`config.mk`:
```
export PLATFORM = sky130hd
export DESIGN_NAME = button_debounce_press_classifier_unit
export DESIGN_NICKNAME = d
export VERILOG_FILES = /design/src/bdpc_pkg.sv /design/src/bdpc_cfg.sv /design/src/bdpc_core.sv /design/src/button_debounce_press_classifier_unit.sv
export SDC_FILE = /design/constraint.sdc
export NUM_CORES = 1
export LEC_CHECK = 0
export ABC_AREA = 1
export ABC_CLOCK_PERIOD_IN_PS = 7900
export BUFFER_PORTS_ARGS = -buffer_cell sky130_fd_sc_hd__buf_2
export CAP_MARGIN = 20
export CELL_PAD_IN_SITES_DETAIL_PLACEMENT = 0
export CELL_PAD_IN_SITES_GLOBAL_PLACEMENT = 1
export CORE_MARGIN = 1.5
export CORE_UTILIZATION = 47
export CTS_BUF_LIST = sky130_fd_sc_hd__clkbuf_2 sky130_fd_sc_hd__clkbuf_4 sky130_fd_sc_hd__clkbuf_8
export DETAILED_ROUTE_END_ITERATION = 8
export PLACE_DENSITY_LB_ADDON = 0.1
export SYNTH_ARGS = -nofsm -noshare
export SYNTH_HDL_FRONTEND = slang
export SYNTH_SLANG_ARGS = --single-unit
```
`constraint.sdc`:
```
create_clock -name clk_i -period 7.9 [get_ports clk_i]
set_input_delay 1.58 -clock clk_i [delete_from_list [all_inputs] [get_ports clk_i]]
set_output_delay 1.58 -clock clk_i [all_outputs]
set_load 0.005 [all_outputs]
```
`src/bdpc_pkg.sv`:
```
// ----------------------------------------------------------------------------
// bdpc_pkg
// Shared types and constants for the button debounce and press classifier.
// ----------------------------------------------------------------------------
package bdpc_pkg;

  localparam int unsigned NowWidth    = 32;
  localparam int unsigned ThrWidth    = 16;
  localparam int unsigned StatusWidth = 8;
  localparam int unsigned EventWidth  = 3;
  localparam int unsigned CfgIdxWidth = 4;

  localparam logic [EventWidth-1:0] EV_NONE        = 3'd0;
  localparam logic [EventWidth-1:0] EV_BUTTON_SHORT = 3'd1;
  localparam logic [EventWidth-1:0] EV_BUTTON_LONG  = 3'd2;
  localparam logic [EventWidth-1:0] EV_POWER_LONG   = 3'd3;
  localparam logic [EventWidth-1:0] EV_POWER_SHORT  = 3'd4;

  localparam logic [StatusWidth-1:0] KEY_SHORT_BIT = 8'h08;
  localparam logic [StatusWidth-1:0] KEY_LONG_BIT  = 8'h04;
  localparam logic [StatusWidth-1:0] KEY_MASK      = KEY_SHORT_BIT | KEY_LONG_BIT;

  localparam logic [CfgIdxWidth-1:0] REG_DEBOUNCE    = 4'd0;
  localparam logic [CfgIdxWidth-1:0] REG_LONG_PRESS  = 4'd1;
  localparam logic [CfgIdxWidth-1:0] REG_STATUS_POLL = 4'd2;
  localparam logic [CfgIdxWidth-1:0] REG_STATUS_EN   = 4'd3;

  localparam logic [ThrWidth-1:0] DEBOUNCE_RST    = 16'd35;
  localparam logic [ThrWidth-1:0] LONG_PRESS_RST  = 16'd1000;
  localparam logic [ThrWidth-1:0] STATUS_POLL_RST = 16'd50;

  typedef struct packed {
    logic [ThrWidth-1:0] debounce_ticks;
    logic [ThrWidth-1:0] long_press_ticks;
    logic [ThrWidth-1:0] status_poll_ticks;
    logic                status_enable;
  } cfg_t;

  typedef struct packed {
    logic [NowWidth-1:0]    now_tick;
    logic                   level_pressed;
    logic                   status_ok;
    logic [StatusWidth-1:0] key_status;
  } item_t;

  typedef struct packed {
    logic [EventWidth-1:0]  event_code;
    logic [StatusWidth-1:0] clear_mask;
    logic                   status_sampled;
  } res_t;

endpackage

```
`src/bdpc_cfg.sv`:
```
// ----------------------------------------------------------------------------
// bdpc_cfg
// Configuration register file: thresholds and status enable.
// ----------------------------------------------------------------------------
module bdpc_cfg
  import bdpc_pkg::*;
(
  input  logic                   clk_i,
  input  logic                   rst_ni,
  input  logic                   cfg_valid_i,
  output logic                   cfg_ready_o,
  input  logic [CfgIdxWidth-1:0] cfg_index_i,
  input  logic [ThrWidth-1:0]    cfg_data_i,
  output cfg_t                   cfg_o
);

  cfg_t cfg_q;

  assign cfg_ready_o = 1'b1;
  assign cfg_o       = cfg_q;

  always_ff @(posedge clk_i or negedge rst_ni) begin
    if (!rst_ni) begin
      cfg_q.debounce_ticks    <= DEBOUNCE_RST;
      cfg_q.long_press_ticks  <= LONG_PRESS_RST;
      cfg_q.status_poll_ticks <= STATUS_POLL_RST;
      cfg_q.status_enable     <= 1'b1;
    end else if (cfg_valid_i) begin
      case (cfg_index_i)
        REG_DEBOUNCE:    cfg_q.debounce_ticks    <= cfg_data_i;
        REG_LONG_PRESS:  cfg_q.long_press_ticks  <= cfg_data_i;
        REG_STATUS_POLL: cfg_q.status_poll_ticks <= cfg_data_i;
        REG_STATUS_EN:   cfg_q.status_enable     <= cfg_data_i[0];
        default: ;
      endcase
    end
  end

endmodule

```
`src/bdpc_core.sv`:
```
// ----------------------------------------------------------------------------
// bdpc_core
// Debounce state, press timing and status sampling for one item per cycle while step_i is high.
// ----------------------------------------------------------------------------
module bdpc_core
  import bdpc_pkg::*;
#(
  parameter int unsigned TICK_WIDTH = 32
) (
  input  logic  clk_i,
  input  logic  rst_ni,
  input  logic  step_i,
  input  item_t item_i,
  input  cfg_t  cfg_i,
  output res_t  res_o
);

  logic                  cand_lvl_q, cand_lvl_d;
  logic                  stable_q, stable_d;
  logic                  long_rep_q, long_rep_d;
  logic [TICK_WIDTH-1:0] cand_start_q, cand_start_d;
  logic [TICK_WIDTH-1:0] press_start_q, press_start_d;
  logic [TICK_WIDTH-1:0] last_poll_q, last_poll_d;

  logic [TICK_WIDTH-1:0] now_w;
  logic [TICK_WIDTH-1:0] el_cand, el_press, el_poll;
  logic                  lvl, deb_fire, long_mid, short_ev, long_ev, poll, smp;
  logic [StatusWidth-1:0] bits;

  always_comb begin
    now_w    = TICK_WIDTH'(item_i.now_tick);
    lvl      = item_i.level_pressed;
    el_cand  = now_w - cand_start_q;
    deb_fire = (lvl == cand_lvl_q) && (lvl != stable_q) &&
               (el_cand >= TICK_WIDTH'(cfg_i.debounce_ticks));

    cand_lvl_d   = lvl;
    cand_start_d = (lvl != cand_lvl_q) ? now_w : cand_start_q;

    stable_d      = deb_fire ? lvl : stable_q;
    press_start_d = (deb_fire && lvl) ? now_w : press_start_q;
    long_mid      = (deb_fire && lvl) ? 1'b0 : long_rep_q;
    short_ev      = deb_fire && !lvl && !long_rep_q;

    el_press   = now_w - press_start_d;
    long_ev    = !short_ev && stable_d && !long_mid &&
                 (el_press >= TICK_WIDTH'(cfg_i.long_press_ticks));
    long_rep_d = long_ev | long_mid;

    el_poll     = now_w - last_poll_q;
    poll        = !short_ev && !long_ev && cfg_i.status_enable &&
                  (el_poll >= TICK_WIDTH'(cfg_i.status_poll_ticks));
    last_poll_d = poll ? now_w : last_poll_q;

    smp  = poll && item_i.status_ok;
    bits = smp ? (item_i.key_status & KEY_MASK) : '0;

    res_o.clear_mask     = bits;
    res_o.status_sampled = smp;
    if (short_ev) begin
      res_o.event_code = EV_BUTTON_SHORT;
    end else if (long_ev) begin
      res_o.event_code = EV_BUTTON_LONG;
    end else if ((bits & KEY_LONG_BIT) != '0) begin
      res_o.event_code = EV_POWER_LONG;
    end else if ((bits & KEY_SHORT_BIT) != '0) begin
      res_o.event_code = EV_POWER_SHORT;
    end else begin
      res_o.event_code = EV_NONE;
    end
  end

  always_ff @(posedge clk_i or negedge rst_ni) begin
    if (!rst_ni) begin
      cand_lvl_q    <= 1'b0;
      stable_q      <= 1'b0;
      long_rep_q    <= 1'b0;
      cand_start_q  <= '0;
      press_start_q <= '0;
      last_poll_q   <= '0;
    end else if (step_i) begin
      cand_lvl_q    <= cand_lvl_d;
      stable_q      <= stable_d;
      long_rep_q    <= long_rep_d;
      cand_start_q  <= cand_start_d;
      press_start_q <= press_start_d;
      last_poll_q   <= last_poll_d;
    end
  end

endmodule

```
`src/button_debounce_press_classifier_unit.sv`:
```
// ----------------------------------------------------------------------------
// button_debounce_press_classifier_unit
// Button debouncer with short/long press events and power-key status sampling.
// ----------------------------------------------------------------------------
// Each input item is one poll: tick timestamp, raw button level, and a status
// byte with its read-ok flag. Each item yields exactly one result item:
// event code, clear mask for the status byte, and a sampled flag.
// Input and output channels use valid/ready; the configuration channel takes
// a register index and 16-bit data and is always ready. Write it only while
// no item is in flight.
// An accepted item lands in the input register; once the output register is
// free or being read, the state update and classification run and the result
// is loaded into the output register, which offers it to the receiver.
// Throughput is one item per cycle unless the receiver stalls, set by the
// single state update per cycle.
// When the receiver stalls, the result holds and one further item waits in
// the input register; input ready drops only when both registers are full.
// Reset clears the core's timestamps and levels to zero (released), loads the
// default thresholds and sets the status enable.
// ----------------------------------------------------------------------------
module button_debounce_press_classifier_unit
  import bdpc_pkg::*;
#(
  parameter int unsigned TICK_WIDTH = 32
) (
  input  logic                   clk_i,
  input  logic                   rst_ni,
  input  logic                   cfg_valid_i,
  output logic                   cfg_ready_o,
  input  logic [CfgIdxWidth-1:0] cfg_index_i,
  input  logic [ThrWidth-1:0]    cfg_data_i,
  input  logic                   in_valid_i,
  output logic                   in_ready_o,
  input  logic [NowWidth-1:0]    now_tick_i,
  input  logic                   level_pressed_i,
  input  logic                   status_ok_i,
  input  logic [StatusWidth-1:0] key_status_i,
  output logic                   out_valid_o,
  input  logic                   out_ready_i,
  output logic [EventWidth-1:0]  event_code_o,
  output logic [StatusWidth-1:0] clear_mask_o,
  output logic                   status_sampled_o
);

  cfg_t  cfg;
  item_t item_q;
  res_t  res, res_q;
  logic  in_vld_q, out_vld_q, adv;

  bdpc_cfg u_cfg (
    .clk_i       (clk_i),
    .rst_ni      (rst_ni),
    .cfg_valid_i (cfg_valid_i),
    .cfg_ready_o (cfg_ready_o),
    .cfg_index_i (cfg_index_i),
    .cfg_data_i  (cfg_data_i),
    .cfg_o       (cfg)
  );

  bdpc_core #(
    .TICK_WIDTH (TICK_WIDTH)
  ) u_core (
    .clk_i  (clk_i),
    .rst_ni (rst_ni),
    .step_i (adv),
    .item_i (item_q),
    .cfg_i  (cfg),
    .res_o  (res)
  );

  assign adv        = in_vld_q && (!out_vld_q || out_ready_i);
  assign in_ready_o = !in_vld_q || adv;

  always_ff @(posedge clk_i or negedge rst_ni) begin
    if (!rst_ni) begin
      in_vld_q <= 1'b0;
    end else if (in_valid_i && in_ready_o) begin
      in_vld_q <= 1'b1;
    end else if (adv) begin
      in_vld_q <= 1'b0;
    end
  end

  always_ff @(posedge clk_i) begin
    if (in_valid_i && in_ready_o) begin
      item_q.now_tick      <= now_tick_i;
      item_q.level_pressed <= level_pressed_i;
      item_q.status_ok     <= status_ok_i;
      item_q.key_status    <= key_status_i;
    end
  end

  always_ff @(posedge clk_i or negedge rst_ni) begin
    if (!rst_ni) begin
      out_vld_q <= 1'b0;
    end else if (adv) begin
      out_vld_q <= 1'b1;
    end else if (out_ready_i) begin
      out_vld_q <= 1'b0;
    end
  end

  always_ff @(posedge clk_i) begin
    if (adv) begin
      res_q <= res;
    end
  end

  assign out_valid_o      = out_vld_q;
  assign event_code_o     = res_q.event_code;
  assign clear_mask_o     = res_q.clear_mask;
  assign status_sampled_o = res_q.status_sampled;

endmodule

```
== Word level (Yosys, flattened, before mapping) ==
Cells that the tools add are included.
Storage, ports and cells
  flip-flop bits (word level): 200
  latch bits: 0
  bits in writable memories: 0
  memory bits (read-only): 0
  input bits: 67
  output and inout port bits: 15
  word-level logic and storage cells: 77
  memories: 0
Cells by class
  $add $sub $neg: 3
  multiply operators: 0
  div/mod/pow operators: 0
  magnitude comparators: 3
  eq/ne operators: 6
  shift operators: 0
  multiplexer cells: 11
  bitwise gates (word level): 1
  reduce and logical (&&, ||, !) cells: 33
Operator list (number)
  32-bit by 16-bit >= comparator with 1-bit output: 3
  32-bit subtractor: 3
  32-bit two-way mux: 1
  1-bit logical AND: 14
  2-bit AND reduction: 6
  4-bit by 2-bit == test with 1-bit output (second input constant): 2
  1-bit zero test: 7
  1-bit two-way mux: 6
  4-bit by 1-bit == test with 1-bit output (second input constant): 1
  4-bit zero test: 1
  2-bit two-way mux: 2
  4-bit two-way mux: 1
  2-bit nonzero test: 2
  3-bit two-way mux: 1
  3-bit OR reduction: 1
  1-bit logical OR: 2
  1-bit != test: 2
  1-bit == test: 1
  1-bit bitwise OR: 1

== Logic depth before layout (Yosys ltp) ==
  depth in word-level cells: 18
  depth in mapped cells: 60
  gate-level depth less buffers: 56

== Modules after synthesis ==
From an unflattened synthesis, not the netlist that was laid out.
Second synthesis, totals
  cells, all modules: 2158
  area, all modules: 15412.3 um^2
Modules (own cells, without submodules)
  bdpc_core: instances 1, cells an instance 1867, area an instance 11606.1 um^2, seq. area each 2477.4 um^2
  bdpc_cfg: instances 1, cells an instance 225, area an instance 2089.5 um^2, seq. area each 1242.4 um^2
  button_debounce_press_classifier_unit: instances 1, cells an instance 66, area an instance 1716.6 um^2, seq. area each 1671.6 um^2

== Worst setup path before layout ==
No wires, ideal clock.
  path kind: flip-flop to flip-flop
  start: reg item_q[11] (netlist name)
  end: reg u_core.last_poll_q[23]
  setup time: 120 ps
  data arrival time: 6355 ps
  data required time: 7780 ps
  setup slack: 1425 ps
  stages on the path, launching flop included: 54
  path buffers: 4
  clock period less this slack: 6475 ps
  path through: edfxtp_1 -> inv_1 -> fa_1 -> inv_1 -> nand2_1 -> nand3_1 -> nand2_1 -> nand2_1 -> xor2_1 -> ha_1 -> inv_1 -> nor3_1 -> a211oi_1 -> nand3_1 -> nor2_1 -> nand2_1 -> nor2_2 -> nand2_2 -> (+18 left out) -> nand2_2 -> nand2_1 -> nand2_2 -> xor2_1 -> ha_1 -> nand2_1 -> o21ai_0 -> a21oi_1 -> nand2_1 -> a21oi_1 -> nand3_1 -> nor2_1 -> nand3_2 -> nand2_2 -> nand4_4 -> buf_6 -> nand2_1 -> nand2_1
Between the ends
  elaborated cells on any way between the ends: 23
  those cells by class: add/sub: 3; order compare: 3; mux: 3; reduce/logical: 14
RTL lines
  start, declared: RTL line button_debounce_press_classifier_unit.sv:46  | item_t item_q;
  32-bit subtractor: RTL line bdpc_core.sv:33  | el_cand = now_w - cand_start_q;
  32-bit by 16-bit >= comparator with 1-bit output: RTL line bdpc_core.sv:35  | (el_cand >= TICK_WIDTH'(cfg_i.debounce_ticks));
  1-bit logical AND: RTL line bdpc_core.sv:34  | deb_fire = (lvl == cand_lvl_q) && (lvl != stable_q) &&
  1-bit logical AND: RTL line bdpc_core.sv:41  | press_start_d = (deb_fire && lvl) ? now_w : press_start_q;
  32-bit two-way mux (*): RTL line bdpc_core.sv:41
  via u_core.press_start_d[1]: RTL line bdpc_core.sv:22  | logic [TICK_WIDTH-1:0] press_start_q, press_start_d;
  32-bit subtractor (*): RTL line bdpc_core.sv:45  | el_press = now_w - press_start_d;
  32-bit by 16-bit >= comparator with 1-bit output (*): RTL line bdpc_core.sv:47  | (el_press >= TICK_WIDTH'(cfg_i.long_press_ticks));
  1-bit logical AND (*): RTL line bdpc_core.sv:46  | long_ev = !short_ev && stable_d && !long_mid &&
  1-bit zero test (*): RTL line bdpc_core.sv:51  | poll = !short_ev && !long_ev && cfg_i.status_enable &&
  1-bit logical AND (*) (3 in a row): RTL line bdpc_core.sv:51
  2-bit AND reduction (no source line) (*)
  end signal, assigned: RTL line bdpc_core.sv:87  | last_poll_q <= last_poll_d;
  end, declared: RTL line bdpc_core.sv:23  | logic [TICK_WIDTH-1:0] last_poll_q, last_poll_d;
The timed path passes the listed nets; every way through them passes the cells marked *.
A chain may end at the register's enable or synchronous reset.

== Final worst setup path ==
  start: reg item_q[20] (netlist name)
  end: reg u_core.last_poll_q[18]
Between the ends
  longest elaborated chain between the ends: 14
  elaborated cells on any way between the ends: 23
  those cells by class: add/sub: 3; order compare: 3; mux: 3; reduce/logical: 14
Ends and longest elaborated chain (RTL line)
  parallel branches: the longest is 12 deep, another holds 32-bit subtractor
  1-bit logical AND (*): bdpc_core.sv:51
  2-bit AND reduction (no source line) (*)
Every way passes the cells marked *.

==> qor.yml <==
crit_arrival_ns: 7.70
rsz0062_at_grt: "no"
fp.coreArea_um2: 30900
synth_cell_types: 51
drv_slew: 0
maxCapViolCount: 0
total_power_uw: 6390
cpMostUsedCell: "nand2_1"
path_depth: 48
r2r_setup_slack_ns: 0.64
critPathRequiredTime_ns: 8.35
dp_hpwl_mm: 34.2
dr.pass1.iters: 7
critical_path.slowest_cell: "edfxtp_1"
drc: 0
die-area_um2: 32700
antenna_found_initial: 1
grt_pass1_wl_mm: 67.3
cp-end-kind: "register"
synth-edff-count: 42
p_leak_uw: 0.00871
setup_slack_ns: 0.643
crit_family: "simple AND/OR/NAND/NOR gates"
synth-seq-cells: 192
power_density_nw_per_um2: 388
netlist_area_um2: 14900
drive_above_1_share_pct: 9.20
irDropWorstVdd_uv: 186
hold_path.class: "reg2reg"
final_common_cell: "nand2_1"
nFillCells: 3133
synthArstFlopShare_pct: 78.1
start_util_pct: 48.1
cts_tree: "yes"
skew_ns: 0.0261
clkSlewWorstSetupHoldPaths_ns: 0.10
cts_buffer_depth: 2
slowest_delay_ns: 0.55
vias_per_cell: 5.15
routed_wl_mm: 42.4
insertedDiodeCount: 0
setup_viol: 0
min_path_cells: 2
dp_worst_setup_slack_ns: 0.285
finalCriticalPeriod_ns: 7.26
vias: 13500
grt_max_degree: 98
port_buffers: 68
placed_area_um2: 15800
crit_buf_inv: 6
die-height_um: 181
design_area_um2: 16500
fin_cells: 2625
synth-seq-area-share_pct: 33.8
clkLatencyLatePin_ns: 0.53
rows: 64
clock.fmax_mhz: 138
worst_pin_slew_ns: 0.961
finalHoldViolCount: 0
grt_use_total_pct: 26.6
grt-ovfl-total: 0
cp_max_fo: 32
cts_max_level: 4
cts_sinks: 192
synth_area_per_cell_um2: 6.99
setup_tns_ns: 0
min_period_over_period_pct: 91.9
mostFrequentLayoutCells: "nand2_1 (657), inv_1 (372), o21ai_0 (189)"
ys_warn_count: 0
synth-main-ff-cell: "dfrtp_1"
place_inst: 2588
pin_count: 82
grt_pass1_vias: 12800
layout.nets: 2424
gp_congestion: 0.971
r2r_cells: 48
area_growth_pct: 10.7
wl_per_cell_um: 16.2
syn_inst: 2130
clockRootBuffer: "clkbuf_8"
run_status: "completed"
ant_nets: 0
die_x_um: 181
slew_headroom_pct: 35.8
critical_path_class: "reg2reg"
drt_iter0_markers: 790
cts_buffers: 17
startpoint_type: "register"
==> logic make-up (layout without fill, tap and decap cells) <==
logic type | after synthesis | after routing | synth area share, %
AO/OA/AOI/OAI | 337 | 337 | 12.0
XOR/XNOR | 59 | 59 | 3.47
adder cells (fa/ha/maj) | 141 | 141 | 12.0
buffers and inverters | 426 | 520 | 11.3
flip-flops | 192 | 192 | 33.8
other | 2 | 7 | 0.0505
AND/OR/NAND/NOR | 973 | 973 | 27.3
==> flip-flops by register name, indices dropped and copies added, names as in the netlist, 2 cells and up <==
register / cells
u_core.last_poll_q: 32
u_cfg.cfg_o: 49
clear_mask_o: 2
event_code_o: 3
item_q: 36
u_core.press_start_q: 32
u_core.cand_start_q: 32
==> power by group <==
group,internal [µW],leakage [µW],total [µW],switching [µW]
Sequential,1340,0.00225,1530,192
Clock,271,0.000208,705,434
Combinational,1580,0.00625,4160,2580
Total,3190,0.00871,6390,3200
==> routing by layer <==
metal	routed length [µm]	GRT usage (%)	share of wire, %	vias to the layer above
li1	-	-	-	6960
met1	20600	38.0	49	6255
met2	19000	42.6	45	264
met3	2160	3.85	5.1	36
met4	593	6.05	1.4	0
met5	0	0	0	-
==> metrics by stage <==
step                util (%)  hold WS (ns)
detailed placement      51.0         0.465
finish                  53.3         0.488
global route            53.3         0.509
floorplan                  -         0.448
CTS                     52.4         0.494
global placement        51.0         0.461
==> worst reg2reg max path: cells and delay by family, from the launching register on <==
kind	cells	cell delay (ns)
AOI/OAI and AO/OA	9	1.38
xor gates and xnor gates	2	0.35
adders and majority gates	4	1.21
buffers and inverters	6	0.61
DFF	1	0.55
and+or+nand+nor	27	3.12
==> Yosys cell counts (4+ instances only) <==
library cell  count  area share [%]
o21ai_0         190             6.4
dfstp_2          13             2.3
nor3_1           21            0.71
xnor2_1          19             1.1
nor2_1          127             3.2
o21a_1            4            0.20
nand3_1          76             2.6
a21oi_1         111             3.7
nand2_2           8            0.34
dfrtp_1         137              23
and2_1            6            0.25
a211oi_1          4            0.20
buf_6             6            0.45
ha_1            138              12
nand2_1         658              17
inv_2             4            0.10
inv_1           373             9.4
buf_4             8            0.40
o21bai_1          5            0.25
o211ai_1          4            0.20
nand3b_1          9            0.45
clkbuf_1         32            0.81
edfxtp_1         42             8.5
xor2_1           40             2.4
nand4_1          55             2.3
==> worst paths after layout <==
path / endpoint / start
setup / recovery: u_core.last_poll_q[18] / item_q[20]
setup reg to reg: u_core.last_poll_q[18] / item_q[20]
hold reg to reg: u_core.last_poll_q[1] / u_core.last_poll_q[1]
max in group asynchronous: u_core.press_start_q[25] / rst_ni
min in group asynchronous: u_cfg.cfg_o[1] / rst_ni
hold / removal: u_core.last_poll_q[1] / u_core.last_poll_q[1]
==> layout make-up <==
class	count	area, µm²	share of cell area (%)
sequential	192	5030	30.6
timing repair buffer	110	702	4.26
inverter	378	1420	8.62
tap	396	495	3.01
clock inverter	15	186	1.13
multi-input combinational	1517	8400	51.0
clock buffer	17	234	1.42
==> what timing repair did <==
action                                  in CTS  in global routing
setup buffers                                0                  3
endpoints found under the setup margin       0                 38
hold buffers                                 0                  0
gates resized for setup                      0                 37
No activity file was read; power rests on OpenSTA's default activity.
